==> src/rtl/core/nfre_pkg.sv <==
`default_nettype none
// ----------------------------------------------------------------------------
// nfre_pkg - shared types and codes for the NOR flash RAM emulator
// Command and status codes, the erased byte value and the result record
// that passes from the sequencer to the output stage.
// ----------------------------------------------------------------------------
package nfre_pkg;

    // Command codes carried on the request channel
    typedef enum logic [1:0] {
        CMD_MAP     = 2'd0,
        CMD_ERASE   = 2'd1,
        CMD_PROGRAM = 2'd2,
        CMD_READ    = 2'd3
    } cmd_t;

    // Status codes returned with every result
    typedef enum logic [1:0] {
        ST_OK     = 2'd0,
        ST_WINDOW = 2'd1,
        ST_BITS   = 2'd2,
        ST_END    = 2'd3
    } status_t;

    // Value of an erased flash byte
    localparam logic [7:0] ERASED_BYTE = 8'hFF;

    // Width of the byte address field on the request channel
    localparam int unsigned BYTE_ADDR_W = 20;

    // One result on its way to the output stage
    typedef struct packed {
        status_t    status;
        logic [7:0] rdata;
    } res_t;

endpackage : nfre_pkg
`default_nettype wire

==> src/rtl/core/nfre_seq.sv <==
`default_nettype none
// ----------------------------------------------------------------------------
// nfre_seq - request sequencer
// Takes one request at a time, reads the addressed byte, checks range,
// window and bit rules, writes back programmed bytes and walks erases.
// ----------------------------------------------------------------------------
module nfre_seq #(
    parameter int unsigned TOTAL_BYTES  = 1048576,
    parameter int unsigned BLOCK_BYTES  = 8192,
    parameter int unsigned WINDOW_BYTES = 8192,
    parameter int unsigned ADDR_W       = 20
) (
    input  wire logic                                clk,
    input  wire logic                                rst_n,
    // request side
    input  wire logic                                in_valid,
    output logic                                     in_stall,
    input  wire logic [1:0]                          cmd,
    input  wire logic [6:0]                          block_index,
    input  wire logic [6:0]                          window_index,
    input  wire logic [nfre_pkg::BYTE_ADDR_W-1:0]    byte_address,
    input  wire logic [7:0]                          program_byte,
    // result side
    output logic                                     res_valid,
    input  wire logic                                res_take,
    output nfre_pkg::res_t                           res,
    // memory
    output logic                                     mem_we,
    output logic [ADDR_W-1:0]                        mem_waddr,
    output logic [7:0]                               mem_wdata,
    output logic                                     mem_ren,
    output logic [ADDR_W-1:0]                        mem_raddr,
    input  wire logic [7:0]                          mem_rdata
);

    localparam int unsigned CNT_W   = $clog2(BLOCK_BYTES);
    localparam int unsigned WIDE_W  = (ADDR_W > nfre_pkg::BYTE_ADDR_W) ?
                                      ADDR_W : nfre_pkg::BYTE_ADDR_W;
    localparam int unsigned CMP_W   = WIDE_W + 2;
    localparam int unsigned BLK_LW  = $clog2(BLOCK_BYTES + 1);
    localparam int unsigned WIN_LW  = $clog2(WINDOW_BYTES + 1);
    localparam int unsigned TOT_LW  = $clog2(TOTAL_BYTES + 1);
    localparam int unsigned MAX_LW  = (BLK_LW > WIN_LW) ?
                                      ((BLK_LW > TOT_LW) ? BLK_LW : TOT_LW) :
                                      ((WIN_LW > TOT_LW) ? WIN_LW : TOT_LW);
    localparam int unsigned MAP_W   = MAX_LW + 8;

    typedef enum logic [1:0] {
        S_IDLE,
        S_ACCESS,
        S_ERASE,
        S_HOLD
    } state_t;

    state_t                          state_reg, state_next;
    nfre_pkg::cmd_t                  cmd_reg;
    logic [6:0]                      blk_reg;
    logic [6:0]                      win_reg;
    logic [nfre_pkg::BYTE_ADDR_W-1:0] addr_reg;
    logic [7:0]                      val_reg;
    logic [ADDR_W-1:0]               window_base_reg, window_base_next;
    logic [ADDR_W-1:0]               ers_addr_reg, ers_addr_next;
    logic [CNT_W-1:0]                cnt_reg, cnt_next;
    nfre_pkg::res_t                  hold_reg, hold_next;

    logic                            accept;
    logic [CMP_W-1:0]                addr_w;
    logic [CMP_W-1:0]                base_w;
    logic                            end_fail;
    logic                            win_fail;
    logic                            bit_fail;
    logic                            erase_fail;
    logic [MAP_W-1:0]                map_base;
    logic                            map_fail;
    logic                            erase_start;
    logic                            cnt_last;
    nfre_pkg::res_t                  res_now;

    assign accept   = in_valid && (state_reg == S_IDLE);
    assign in_stall = (state_reg != S_IDLE);

    // Issue the byte read with the request
    assign mem_ren   = accept;
    assign mem_raddr = ADDR_W'(byte_address);

    // Range, window and bit checks on the captured request
    assign addr_w     = CMP_W'(addr_reg);
    assign base_w     = CMP_W'(window_base_reg);
    assign end_fail   = addr_w >= CMP_W'(TOTAL_BYTES);
    assign win_fail   = (addr_w < base_w) || (addr_w >= base_w + CMP_W'(WINDOW_BYTES));
    assign bit_fail   = |(~mem_rdata & val_reg);
    assign erase_fail = (base_w + CMP_W'(BLOCK_BYTES)) > CMP_W'(TOTAL_BYTES);
    assign map_base   = MAP_W'(blk_reg) * MAP_W'(BLOCK_BYTES)
                      + MAP_W'(win_reg) * MAP_W'(WINDOW_BYTES);
    assign map_fail   = map_base >= MAP_W'(TOTAL_BYTES);
    assign cnt_last   = (cnt_reg == CNT_W'(BLOCK_BYTES - 1));

    // Form the result of the current request
    always_comb
    begin
        res_now.status = nfre_pkg::ST_OK;
        res_now.rdata  = 8'h00;
        if (state_reg == S_ACCESS)
        begin
            unique case (cmd_reg)
                nfre_pkg::CMD_MAP:
                begin
                    if (map_fail)
                    begin
                        res_now.status = nfre_pkg::ST_END;
                    end
                end
                nfre_pkg::CMD_ERASE:
                begin
                    if (erase_fail)
                    begin
                        res_now.status = nfre_pkg::ST_END;
                    end
                end
                nfre_pkg::CMD_PROGRAM:
                begin
                    if (end_fail)
                    begin
                        res_now.status = nfre_pkg::ST_END;
                    end
                    else if (win_fail)
                    begin
                        res_now.status = nfre_pkg::ST_WINDOW;
                    end
                    else if (bit_fail)
                    begin
                        res_now.status = nfre_pkg::ST_BITS;
                    end
                end
                nfre_pkg::CMD_READ:
                begin
                    if (end_fail)
                    begin
                        res_now.status = nfre_pkg::ST_END;
                    end
                    else
                    begin
                        res_now.rdata = mem_rdata;
                    end
                end
                default:
                begin
                    res_now.status = nfre_pkg::ST_OK;
                end
            endcase
        end
    end

    assign erase_start = (state_reg == S_ACCESS) && (cmd_reg == nfre_pkg::CMD_ERASE)
                         && !erase_fail;
    assign res_valid   = ((state_reg == S_ACCESS) && !erase_start)
                         || ((state_reg == S_ERASE) && cnt_last)
                         || (state_reg == S_HOLD);
    assign res         = (state_reg == S_HOLD) ? hold_reg : res_now;

    // Write back a programmed byte, or fill the block during an erase
    assign mem_we    = (state_reg == S_ERASE)
                       || ((state_reg == S_ACCESS) && (cmd_reg == nfre_pkg::CMD_PROGRAM)
                           && (res_now.status == nfre_pkg::ST_OK));
    assign mem_waddr = (state_reg == S_ERASE) ? ers_addr_reg : ADDR_W'(addr_reg);
    assign mem_wdata = (state_reg == S_ERASE) ? nfre_pkg::ERASED_BYTE : val_reg;

    // Advance the sequencer
    always_comb
    begin
        state_next       = state_reg;
        window_base_next = window_base_reg;
        ers_addr_next    = ers_addr_reg;
        cnt_next         = cnt_reg;
        hold_next        = hold_reg;
        if (state_reg != S_HOLD)
        begin
            hold_next = res_now;
        end
        unique case (state_reg)
            S_IDLE:
            begin
                if (accept)
                begin
                    state_next = S_ACCESS;
                end
            end
            S_ACCESS:
            begin
                if ((cmd_reg == nfre_pkg::CMD_MAP) && !map_fail)
                begin
                    window_base_next = map_base[ADDR_W-1:0];
                end
                if (erase_start)
                begin
                    state_next    = S_ERASE;
                    ers_addr_next = window_base_reg;
                    cnt_next      = '0;
                end
                else
                begin
                    state_next = res_take ? S_IDLE : S_HOLD;
                end
            end
            S_ERASE:
            begin
                ers_addr_next = ers_addr_reg + ADDR_W'(1);
                cnt_next      = cnt_reg + CNT_W'(1);
                if (cnt_last)
                begin
                    state_next = res_take ? S_IDLE : S_HOLD;
                end
            end
            S_HOLD:
            begin
                if (res_take)
                begin
                    state_next = S_IDLE;
                end
            end
            default:
            begin
                state_next = S_IDLE;
            end
        endcase
    end

    // Hold state and control registers
    always_ff @(posedge clk or negedge rst_n)
    begin
        if (!rst_n)
        begin
            state_reg       <= S_IDLE;
            window_base_reg <= '0;
            ers_addr_reg    <= '0;
            cnt_reg         <= '0;
        end
        else
        begin
            state_reg       <= state_next;
            window_base_reg <= window_base_next;
            ers_addr_reg    <= ers_addr_next;
            cnt_reg         <= cnt_next;
        end
    end

    // Capture the request payload and the held result
    always_ff @(posedge clk)
    begin
        hold_reg <= hold_next;
        if (accept)
        begin
            cmd_reg  <= nfre_pkg::cmd_t'(cmd);
            blk_reg  <= block_index;
            win_reg  <= window_index;
            addr_reg <= byte_address;
            val_reg  <= program_byte;
        end
    end

    // A taken request is always looked up in the following cycle
    assert property (@(posedge clk) disable iff (!rst_n)
        accept |=> (state_reg == S_ACCESS))
        else $error("accepted request did not reach the access step");

    // The window base never points past the device end
    assert property (@(posedge clk) disable iff (!rst_n)
        window_base_reg < ADDR_W'(TOTAL_BYTES - 1) || window_base_reg == ADDR_W'(TOTAL_BYTES - 1))
        else $error("window base beyond device end");

    // An erase only walks addresses inside the device
    assert property (@(posedge clk) disable iff (!rst_n)
        (state_reg == S_ERASE) |-> (CMP_W'(ers_addr_reg) < CMP_W'(TOTAL_BYTES)))
        else $error("erase walked past device end");

    // A program write only clears bits
    assert property (@(posedge clk) disable iff (!rst_n)
        (mem_we && (state_reg == S_ACCESS)) |-> ((~mem_rdata & mem_wdata) == 8'h00))
        else $error("program write would set a cleared bit");

endmodule : nfre_seq
`default_nettype wire
==> config.mk <==
export PLATFORM = sky130hd
export DESIGN_NAME = nfre_seq
export DESIGN_NICKNAME = d
export VERILOG_FILES = /design/src/rtl/core/nfre_pkg.sv /design/src/rtl/core/nfre_seq.sv
export SDC_FILE = /design/constraint.sdc
export NUM_CORES = 1
export LEC_CHECK = 0
export ABC_CLOCK_PERIOD_IN_PS = 3300
export BUFFER_PORTS_ARGS = -buffer_cell sky130_fd_sc_hd__buf_2
export CAP_MARGIN = 10
export CORE_ASPECT_RATIO = 2
export CORE_MARGIN = 2
export CORE_UTILIZATION = 54
export CTS_CLUSTER_SIZE = 25
export DETAILED_ROUTE_END_ITERATION = 8
export GPL_TIMING_DRIVEN = 0
export PLACE_DENSITY = 0.8
export SYNTH_ARGS = -nofsm -noshare
export SYNTH_HDL_FRONTEND = slang
export SYNTH_SLANG_ARGS = --single-unit
==> constraint.sdc <==
create_clock -name clk -period 3.3 [get_ports clk]
set_input_delay 0.33 -clock clk [delete_from_list [all_inputs] [get_ports clk]]
set_output_delay 0.33 -clock clk [all_outputs]
set_load 0.01 [all_outputs]
==> out/qor.yml, run 1 <==
max_slew.worst_pin.slew_ns: 0.953
cp.buffers_inverters: 1
arrival_ns: 2.84
dpl.hpwl_um: 9190
ioPinCount: 118
max_freq_ghz: 0.315
cts_setup_buffers: 0
drc: 0
final.setup.tns_ns: 0
crit_chain: "and4_1 > nand2_1 > xnor2_1 > ha_1 > a211oi_2 > nand4_1 > a32oi_2 > o21ai_0 > a32o_1 > buf_2"
grt_pass1_wl_um: 18900
fp.dieW_um: 72.5
cp-end-kind: "output pin"
clk_path_buf_depth: 2
status: "finished, final reports clean"
swShare_pct: 37.8
combPwrFrac_pct: 38.0
setup_viol: 0
crit_family: "compound AO/OA/AOI/OAI gates"
final_cells: 730
avgViaCountPerCell: 5.65
routed_wl_um: 12100
cts_max_level: 3
ys_seq_area_share_pct: 52.8
gp_congestion: 0.913
synth_cells: 493
syn_to_final_growth_pct: 21.3
power_density_nw_per_um2: 791
worst_skew_pair.late_latency_ns: 0.34
dieArea_sq_um: 10200
start_kind: "flip-flop"
antennaDiodeCount: 0
rsz0062_at_grt: "false"
fillers: 733
drv_slew: 0
synth_common_cells: "97 x nand2_1, 54 x edfxtp_1, 42 x dfrtp_1, 37 x nor2_1, 24 x ha_1"
yosysUniqueCellTypes: 54
die_y_um: 141
ys.flop_type: "edfxtp_1"
synth_fp_nets: 574
grt_pass1_vias: 4019
max_slew_margin_pct: 36.5
final_antenna_net_count: 0
port_buffers: 117
skew_ns: 0.00671
dr.first_iter.drc_count: 340
tritoncts: "built"
ys_warn_count: 0
coreArea_sq_um: 9260
cts_sinks: 96
synth_edf_count: 54
ys_ff_latch: 96
p_seq_share_pct: 38.4
synth_area_leaders: "edfxtp_1 32%, dfrtp_1 21%, nand2_1 7.2%, ha_1 5.9%, xor2_1 3.1%"
min_path_type: "in -> async"
start_util_pct: 54.7
yosysTopAreaCellShare_pct: 32.0
p_clk_share_pct: 23.6
synth_most_common_cell: "nand2_1"
p_int_mw: 3.02
p_leak_nw: 2.90
async_flop_share_pct: 43.8
clk_pin_slew_worst_paths_ns: 0.06
post_drt_wl_per_cell_um: 16.6
finalCritPeriodShare_pct: 96.2
num-nets-final: 702
cp_max_fo: 6
synth_top_area_cell: "edfxtp_1"
ctsHoldBuffers: 0
multiInputGateArea_sq_um: 2090
grt_overflow_total: 0
critPathKind: "reg -> out"
vias: 4121
drt_pass1_iterations: 5
cts_inserted_buffers: 9
hold_viol: 0
slowest_stage: "dfrtp_1"
final.min_clock_period_ns: 3.17
required_ns: 2.97
avgSynthCellArea_sq_um: 10.3
drive_gt1_share_pct: 27.0
p_switching_mw: 1.83
gr-usage-all-layers_pct: 24.3
grt_max_degree: 46
max-cap-violations: 0
synth_area_sq_um: 5060
cts_root_buffer: "clkbuf_16"
ff_latch_area_sq_um: 2670
dp.cells: 714
slowest_delay_ns: 0.49
rows: 50
max-vdd-ir-drop_uv: 554
antenna_found_initial: 0
[worst paths after layout]
path / endpoint / startpoint / slack, ns / cells past startpoint
worst max-delay path: res[8] / window_base_reg[15] / 0.13 / 10
worst min-delay path: ers_addr_reg[6] / rst_n / 0.14 / 1
worst max register to register: hold_reg[8] / window_base_reg[15] / 0.83 / 9
worst min register to register: cnt_reg[0] / cnt_reg[0] / 0.54 / 1
max in group asynchronous: window_base_reg[13] / rst_n / 2.51 / 1
min in group clk: val_reg[3] / program_byte[3] / 0.15 / 1
[per-layer routing]
metal	GRT usage, %	vias to the layer above	wire (um)
li1	-	1964	-
met1	25.3	1966	4200
met2	44.4	149	6870
met3	3.93	42	461
met4	13.8	0	557
met5	0	-	0
[through the flow]
stage	total power, mW	utilization (%)	hold WS, ns	cell area (sq um)	worst slack, ns
CTS	4.85	66.2	0.146	6130	0.0321
finish	4.86	66.4	0.138	6140	0.127
global route	5.15	66.4	0.145	6140	0.000216
detailed placement	3.68	62.4	0.508	5780	0.283
floorplan	3.00	-	0.0344	5060	0.817
global placement	3.59	62.4	0.506	5780	0.315
[what timing repair did]
item	CTS	global route
gates resized for setup	2	3
pin swaps	0	1
endpoints found under the setup margin	2	2
[cell type report]
type	count	share of cell area (%)
clock buffer	15	5.05
inverter	23	1.41
tap	104	2.12
sequential	96	43.5
timing repair buffer	117	9.53
buffer	35	3.85
multi-input combinational	339	34.0
clock inverter	1	0.489
[cell usage in the layout, fill, tap and decap left out, drive strengths merged, types with 11 or more instances in the layout]
master / instances
buf: 141
nand2: 97
edfxtp: 54
dfrtp: 42
nor2: 37
clkbuf: 26
ha: 24
inv: 23
o21ai: 21
xor2: 18
nand3: 16
a21o: 13
xnor2: 12
nand4: 12
a21oi: 11
and2: 11
[logic make-up (layout without fill, tap and decap cells)]
group,count (synthesis),count (layout),share of synthesized area (%)
AO/OA/AOI/OAI,72,72,9.39
XOR/XNOR,30,30,5.19
adder cells (fa/ha/maj),25,25,6.32
flip-flops,96,96,52.8
multiplexers,3,3,0.618
AND/OR/NAND/NOR,209,209,19.3
buffers and inverters,58,191,6.37
[power groups by stage]
stage / Clock, mW / Combinational, mW / Sequential (mW)
3_3_place_gp: 0 / 1.73 / 1.86
2_1_floorplan: 0 / 1.20 / 1.80
3_5_place_dp: 0 / 1.81 / 1.87
4_1_cts: 1.16 / 1.84 / 1.86
6_report: 1.15 / 1.85 / 1.86
5_1_grt: 1.20 / 2.05 / 1.90
Power figures use the tool's default switching activity.
==> run 2, diff against run 1 <==
--- a/config.mk
+++ b/config.mk
@@ -5,7 +5,7 @@
 export SDC_FILE = /design/constraint.sdc
 export NUM_CORES = 1
 export LEC_CHECK = 0
-export ABC_CLOCK_PERIOD_IN_PS = 3300
+export ABC_CLOCK_PERIOD_IN_PS = 3400
 export BUFFER_PORTS_ARGS = -buffer_cell sky130_fd_sc_hd__buf_2
 export CAP_MARGIN = 10
 export CORE_ASPECT_RATIO = 2
==> constraint.sdc (replaced) <==
create_clock -name clk -period 3.4 [get_ports clk]
set_input_delay 0.34 -clock clk [delete_from_list [all_inputs] [get_ports clk]]
set_output_delay 0.34 -clock clk [all_outputs]
set_load 0.01 [all_outputs]
==> run 2 against run 1 <==
Non-clock buffer count did not move. Clock-buffer cell count unchanged. Cell count did not move. Clock skew about the same. Critical endpoint unchanged.
==> out/qor.yml, run 2 (synthesis gave the netlist of run 1 again) <==
combPwrFrac_pct: 38.0  # about the same
grt_pass1_vias: 4020  # +0.025%
start_util_pct: 54.7  # unchanged
drive_gt1_share_pct: 27.0  # unchanged
grt_max_degree: 46  # unchanged
dpl.hpwl_um: 9190  # unchanged
cts_root_buffer: "clkbuf_16"
cp-end-kind: "output pin"
place_worst_setup_slack_ns: 0.373  # +0.0900 ns
vias: 4099  # -0.53%
rows: 50  # unchanged
syn_to_final_growth_pct: 21.3  # unchanged
max-vdd-ir-drop_uv: 540  # -2.6%
min_path_type: "in -> async"
use_met1_pct: 25.2  # -0.096 points
dieArea_sq_um: 10200  # unchanged
rsz0062_at_grt: "false"
hold_viol: 0  # unchanged
antenna_found_initial: 0  # unchanged
setup_slack_ns: 0.165  # +0.0378 ns
p_clk_share_pct: 23.6  # about the same
grt_overflow_total: 0  # unchanged
worst_skew_pair.late_latency_ns: 0.34  # about the same
p_switching_mw: 1.78  # -2.8%
antennaDiodeCount: 0  # unchanged
max_freq_ghz: 0.309
skew_ns: 0.00652  # -0.000192 ns
coreArea_sq_um: 9260  # unchanged
fp.dieW_um: 72.5  # unchanged
port_buffers: 117  # unchanged
fillers: 733  # unchanged
cts_resized: 0  # -2
max_slew.worst_pin.slew_ns: 0.950  # -0.00301 ns
multiInputGateArea_sq_um: 2090  # unchanged
p_leak_nw: 2.90  # about the same
start_kind: "flip-flop"
avgViaCountPerCell: 5.62  # -0.53%
final.min_clock_period_ns: 3.24
clk_pin_slew_worst_paths_ns: 0.06  # about the same
arrival_ns: 2.90  # +0.06 ns
routed_wl_um: 12100  # +0.12%
final_common_cell: "buf_2"
use_met2_pct: 44.4  # -0.048 points
num-nets-final: 702  # unchanged
gp_congestion: 0.913  # unchanged
final.setup.tns_ns: 0  # unchanged
ff_latch_area_sq_um: 2670  # unchanged
final_cell_mix: "118 x buf_2, 97 x nand2_1, 54 x edfxtp_1"
cts_sinks: 96  # unchanged
p_int_mw: 2.93  # -2.9%
cp_max_fo: 6  # unchanged
drc: 0  # unchanged
status: "finished, final reports clean"
cts_setup_buffers: 0  # unchanged
cts_max_level: 3  # unchanged
die_y_um: 141  # unchanged
max_slew_margin_pct: 36.7  # +0.20 points
clk_path_buf_depth: 2  # unchanged
ctsHoldBuffers: 0  # unchanged
swShare_pct: 37.8  # about the same
setup_viol: 0  # unchanged
p_seq_share_pct: 38.4  # about the same
drt_pass1_iterations: 5  # unchanged
dr.first_iter.drc_count: 321  # -5.6%
grt_util_met3_pct: 4.00  # +0.071 points
required_ns: 3.06  # +0.09 ns
dp.cells: 714  # unchanged
cts_inserted_buffers: 9  # unchanged
final_antenna_net_count: 0  # unchanged
gr-usage-all-layers_pct: 24.3  # unchanged
ioPinCount: 118  # unchanged
finalCritPeriodShare_pct: 95.2
busiest_layer: "met2"
final_cells: 730  # unchanged
grt_pass1_wl_um: 18900  # about the same
post_drt_wl_per_cell_um: 16.6  # +0.12%
tritoncts: "built"
max-cap-violations: 0  # unchanged
drv_slew: 0  # unchanged
power_density_nw_per_um2: 768  # -2.9%
critPathKind: "reg -> out"
run 2: cell counts in the layout (fill, tap and decap cells not counted):
No cell type changed its count.
run 2: final timing paths:
kind                       depth (start not counted)             endpoint  slack [ns]                start
max                                               10               res[8]        0.16  window_base_reg[15]
min                                                1      ers_addr_reg[6]        0.15                rst_n
max reg2reg                                        9          hold_reg[8]        0.87  window_base_reg[15]
min reg2reg                                        1           cnt_reg[0]        0.54           cnt_reg[0]
max in group asynchronous                          1  window_base_reg[13]        2.60                rst_n
min in group clk                                   1           val_reg[3]        0.16      program_byte[3]
run 2: power groups by stage:
stage	Sequential (mW)	Combinational, mW	Clock (mW)
2_1_floorplan	1.74	1.16	0
3_3_place_gp	1.80	1.68	0
3_5_place_dp	1.82	1.75	0
4_1_cts	1.80	1.77	1.13
5_1_grt	1.84	1.99	1.17
6_report	1.81	1.79	1.11
run 2: cell type report:
| class | count | area share [%] |
|---|---|---|
| clock inverters | 1 | 0.489 |
| well taps | 104 | 2.12 |
| repair buffers | 117 | 9.53 |
| inverters | 23 | 1.41 |
| plain buffers | 35 | 3.85 |
| flip-flops and latches | 96 | 43.5 |
| multi-input cells | 339 | 34.0 |
| clock buffers | 15 | 5.05 |
run 2: worst max-delay path, cell delays in order (launching register included):
cell	delay, ns
dfrtp_1	0.49
and4_1	0.28
nand2_1	0.08
xnor2_1	0.13
ha_1	0.30
a211oi_2	0.24
nand4_1	0.16
a32oi_2	0.31
o21ai_0	0.15
a32o_1	0.27
buf_2	0.15
run 2: routing by layer:
metal / up-vias / wire [um]
met2: 147 / 6870
met3: 41 / 431
li1: 1964 / -
met1: 1947 / 4280
met5: - / 0
met4: 0 / 529
run 2: per-stage QoR:
stage          instance area, sq um  hold WS, ns  power [mW]  util [%]
6_report                       6140        0.147        4.72      66.4
4_1_cts                        6120        0.156        4.70      66.1
3_3_place_gp                   5780        0.514        3.48      62.4
5_1_grt                        6140        0.155        5.00      66.4
2_1_floorplan                  5060       0.0444        2.91         -
3_5_place_dp                   5780        0.518        3.57      62.4
